File: src/rtl/bds_ram.sv
`default_nettype none
module bds_ram #(
  parameter int WIDTH = 8,
  parameter int DEPTH = 256
) (
  input  wire logic                     clk,
  input  wire logic                     en,
  input  wire logic                     we,
  input  wire logic [$clog2(DEPTH)-1:0] addr,
  input  wire logic [WIDTH-1:0]         wdata,
  output logic      [WIDTH-1:0]         rdata
);

  logic [WIDTH-1:0] mem [DEPTH];

  always_ff @(posedge clk) begin
    if (en) begin
      if (we) begin
        mem[addr] <= wdata;
      end else begin
        rdata <= mem[addr];
      end
    end
  end

endmodule
`default_nettype wire
File: config.mk
export PLATFORM = sky130hd
export DESIGN_NAME = bds_ram
export DESIGN_NICKNAME = d
export VERILOG_FILES = /design/src/rtl/bds_ram.sv
export SDC_FILE = /design/constraint.sdc
export NUM_CORES = 2
export LEC_CHECK = 0
export ABC_AREA = 1
export BUFFER_PORTS_ARGS = -buffer_cell sky130_fd_sc_hd__clkbuf_2
export CELL_PAD_IN_SITES_DETAIL_PLACEMENT = 0
export CELL_PAD_IN_SITES_GLOBAL_PLACEMENT = 1
export CORE_MARGIN = 2
export CORE_UTILIZATION = 46
export CTS_CLUSTER_DIAMETER = 30
export DETAILED_ROUTE_END_ITERATION = 10
export GPL_ROUTABILITY_DRIVEN = 0
export GPL_TIMING_DRIVEN = 0
export MAX_ROUTING_LAYER = met4
export PLACE_DENSITY_LB_ADDON = 0.3
export SLEW_MARGIN = 40
export SYNTH_ARGS = -nofsm -noshare
export SYNTH_HDL_FRONTEND = slang
export SYNTH_SLANG_ARGS = --single-unit
File: constraint.sdc
create_clock -name clk -period 2.5 [get_ports clk]
set_input_delay 0.5 -clock clk [delete_from_list [all_inputs] [get_ports clk]]
set_output_delay 0.5 -clock clk [all_outputs]
set_load 0.005 [all_outputs]
==> results.md <==
* Status: complete, but fails checks
* Failing checks: negative setup slack
* Antenna Nets Post-Route at 0
* Num ports at 27
* Finished Layout Cells at 11300
* DRT iter0 DRCs at approximately 7000
* Syn_area_per_cell at 10.7 um^2
* MaxCap Viol Count at 0
* Routed WL at 275 mm
* Largest area contributor in the netlist: edfxtp_1
* WP data required at 3.11 ns
* Max Fclk at 375 MHz
* Post-synth EDFFs at 2056
* Reg2reg end: rdata[4]
* Cell with the most instances after synthesis: nand2_1
* Root buffer cell: clkbuf_16
* Fillers at 15100
* Area growth, synth to finish at 24.2%
* Die Span Y at 433 um
* Pin count of the biggest net entering global routing at 72
* Post-synthesis instance total at between 7000 and 8000
* Die Span X at between 400 and 500 um
* Final Hold Fails at 0
* Worst-path fanout max at 10
* Worst skew pair latency at 0.97 ns
* Layout cells sized above 1 at 14.2%
* Hold depth at 1
* Switching Share at between 20% and 30%
* Worst Tran Pin Value at 0.820 ns
* Post-synth top area share at between 70% and 80%
* Initial core utilization at 46.3%
* Initial antenna violation count at 17
* Final setup fails at 275
* Maximum vdd drop at between 600 and 700 uV
* # placed instances at 10500
* Hpwl dp at a little under 200 mm
* Post-synth cell types at 14
* Row count at ~160
* First drt pass iteration count at 9
* Multi-input gate area at 0.0220 mm^2
* First-pass GRT wire length at 389 mm
* DR WL/cell at between 20 and 25 um
* Register area at just over 0.06 mm^2
* Mapped cell area at 0.0848 mm^2
* Gr usage total at 30.1%
* Clock buffer count from CTS at 427
* Main synth FF type: edfxtp_1
* Seq pwr share at 37.9%
* Post-synth top cells: nand2_1 (4695), edfxtp_1 (2056), nor2_1 (345), nand3_1 (256), buf_2 (214)
* Sequential cell area fraction in the yosys report at 72.8%
* Syn_nets at around 8000
* R2r startpoint: mem[173][4]
* Vias per cell at between 5 and 6
* Register bit count reported by yosys at 2056
* Worst setup margin at -0.167 ns
* Worst reg2reg setup slack at 0.24 ns
* Switching power total at roughly 22 mW
* R2R depth at 12
* Fin crit period at 2.67 ns
* Final period util at 107%
* Sink Count at 2056
* Pwr per Cell Area at 953 mW/mm^2
* Crit path launch type: input port
* CTS tree: built
* Floorplan core area at around 0.18 mm^2
* Setup TNS Final at -8.97 ns
* Static leakage at 42.0 nW
* Vias in the first global route at approximately 58000
* RSZ-0062 raised after global routing: yes
* Slew headroom at 45.3%
* Die footprint at 0.188 mm^2
* Combinational power share at 4.8%
* Hold path start: wdata[2]
* Routed vias at 60200
* Ys Warns at 0
* Async SR Flop Fraction at 0%
* CP Class: input port to flip-flop
* # port buffers at 24
* WHS Endpoint: mem[227][2]
* DRC errors left at 0
* Total grt overflow at 0
* Cell Int Power at 78.4 mW
* CTS Buffer Depth at 4
* H-tree level count at 5
* Slew Viols, Final at 0
* CP Capture Type: flip-flop
* Synth top area cells: edfxtp_1 (73%), nand2_1 (21%), nor2_1 (1.5%)
* Clock transition at path regs at 0.05 ns
* Max Clock Skew at 0.0834 ns
* CP arrival at 3.28 ns
* Tightest Hold Check Type: input port to flip-flop
* Nets at 8508
* Clk network pwr share at 57.2%
worst max-delay path: stages:
cell	delay [ns]
clkbuf_2	0.14
inv_1	0.13
nand2_1	0.08
clkinv_1	0.16
clkbuf_4	0.35
buf_2	0.35
nand3_4	0.35
clkbuf_2	0.37
buf_16	0.24
nor2_1	0.52
worst max path at each step:
stage / from / to / slack, ns / depth (start not counted)
2_1_floorplan: addr[0] / mem[97][0] / 0.08 / 7
3_3_place_gp: wdata[3] / mem[168][3] / -4.02 / 1
3_5_place_dp: addr[2] / mem[199][5] / -1.94 / 8
4_1_cts: addr[1] / rdata[4] / -0.08 / 15
5_1_grt: addr[2] / mem[59][5] / -0.16 / 10
6_report: addr[2] / mem[59][5] / -0.17 / 10
flip-flops by register name, summed over array words and instances, names as in the netlist:
| signal | flops |
|---|---|
| mem | 2048 |
| rdata | 8 |
layer usage:
metal  GRT usage, %  vias up  share of wire [%]
met5              -        -                  0
met4           14.1        0                5.1
met3           6.20      580                9.8
met2           45.3     2931                 45
met1           39.3    29100                 40
li1               -    27600                  -
cells by family (layout without fill, tap and decap cells):
logic type      after synthesis  after routing  synth area share (%)
buf+inv                     440           1316                  2.36
simple gates               5336           5336                  24.1
flops                      2056           2056                  72.8
compound gates              128            128                 0.755
other cells                   0              8                     0
area by class of cell:
cell class              instances  area share, %
clock inverters               306           3.56
inverters                      16         0.0570
plain buffers                 423           2.04
flip-flops and latches       2056           58.6
diodes                          8         0.0190
multi-input cells            5464           20.9
well taps                    2464           2.93
clock buffers                 470           10.4
repair buffers                101           1.54
per-stage QoR:
step / worst slack [ns] / util [%] / hold slack, ns / power (mW) / instance area [um^2]
2_1_floorplan: 0.0751 / - / 0.599 / 40.9 / 84800
3_3_place_gp: -4.02 / 48.1 / 0.901 / 43.4 / 88000
3_5_place_dp: -1.94 / 48.9 / 0.911 / 43.4 / 89500
4_1_cts: -0.0770 / 57.4 / 0.0000864 / 101 / 105000
5_1_grt: -0.165 / 57.6 / 0.0307 / 103 / 105000
6_report: -0.167 / 57.6 / 0.0476 / 100 / 105000
timing repair:
action | CTS | global route
cloned | 0 | 0
pin swaps | 7 | 1
hold buffers | 5 | 0
setup endpoints to repair | 1960 | 592
hold endpoints to repair | 74 | 0
resized for setup | 249 | 69
buffers inserted | 11 | 3
power by group through the flow:
stage	clock [mW]	combinational [mW]	sequential, mW
after CTS	57.7	4.76	38.1
after global routing	59.5	5.17	38.1
final	57.4	4.86	38.1
after global placement	0	4.43	39.0
after detailed placement	0	4.68	38.7
after floorplan	0	2.15	38.7
placed cells by master (no fill, tap or decap), types with 24 or more instances in the layout:
cell / n
buf_1: 30
buf_16: 36
buf_2: 199
buf_4: 32
bufinv_16: 78
clkbuf_1: 147
clkbuf_16: 430
clkbuf_2: 57
clkinv_1: 64
clkinv_2: 67
clkinv_4: 26
clkinvlp_4: 45
edfxtp_1: 2056
inv_6: 24
nand2_1: 4691
nand3_1: 248
nand4_1: 40
nor2_1: 170
nor2_2: 101
nor2_4: 74
o21ai_1: 122
Power figures use the tool's default switching activity.
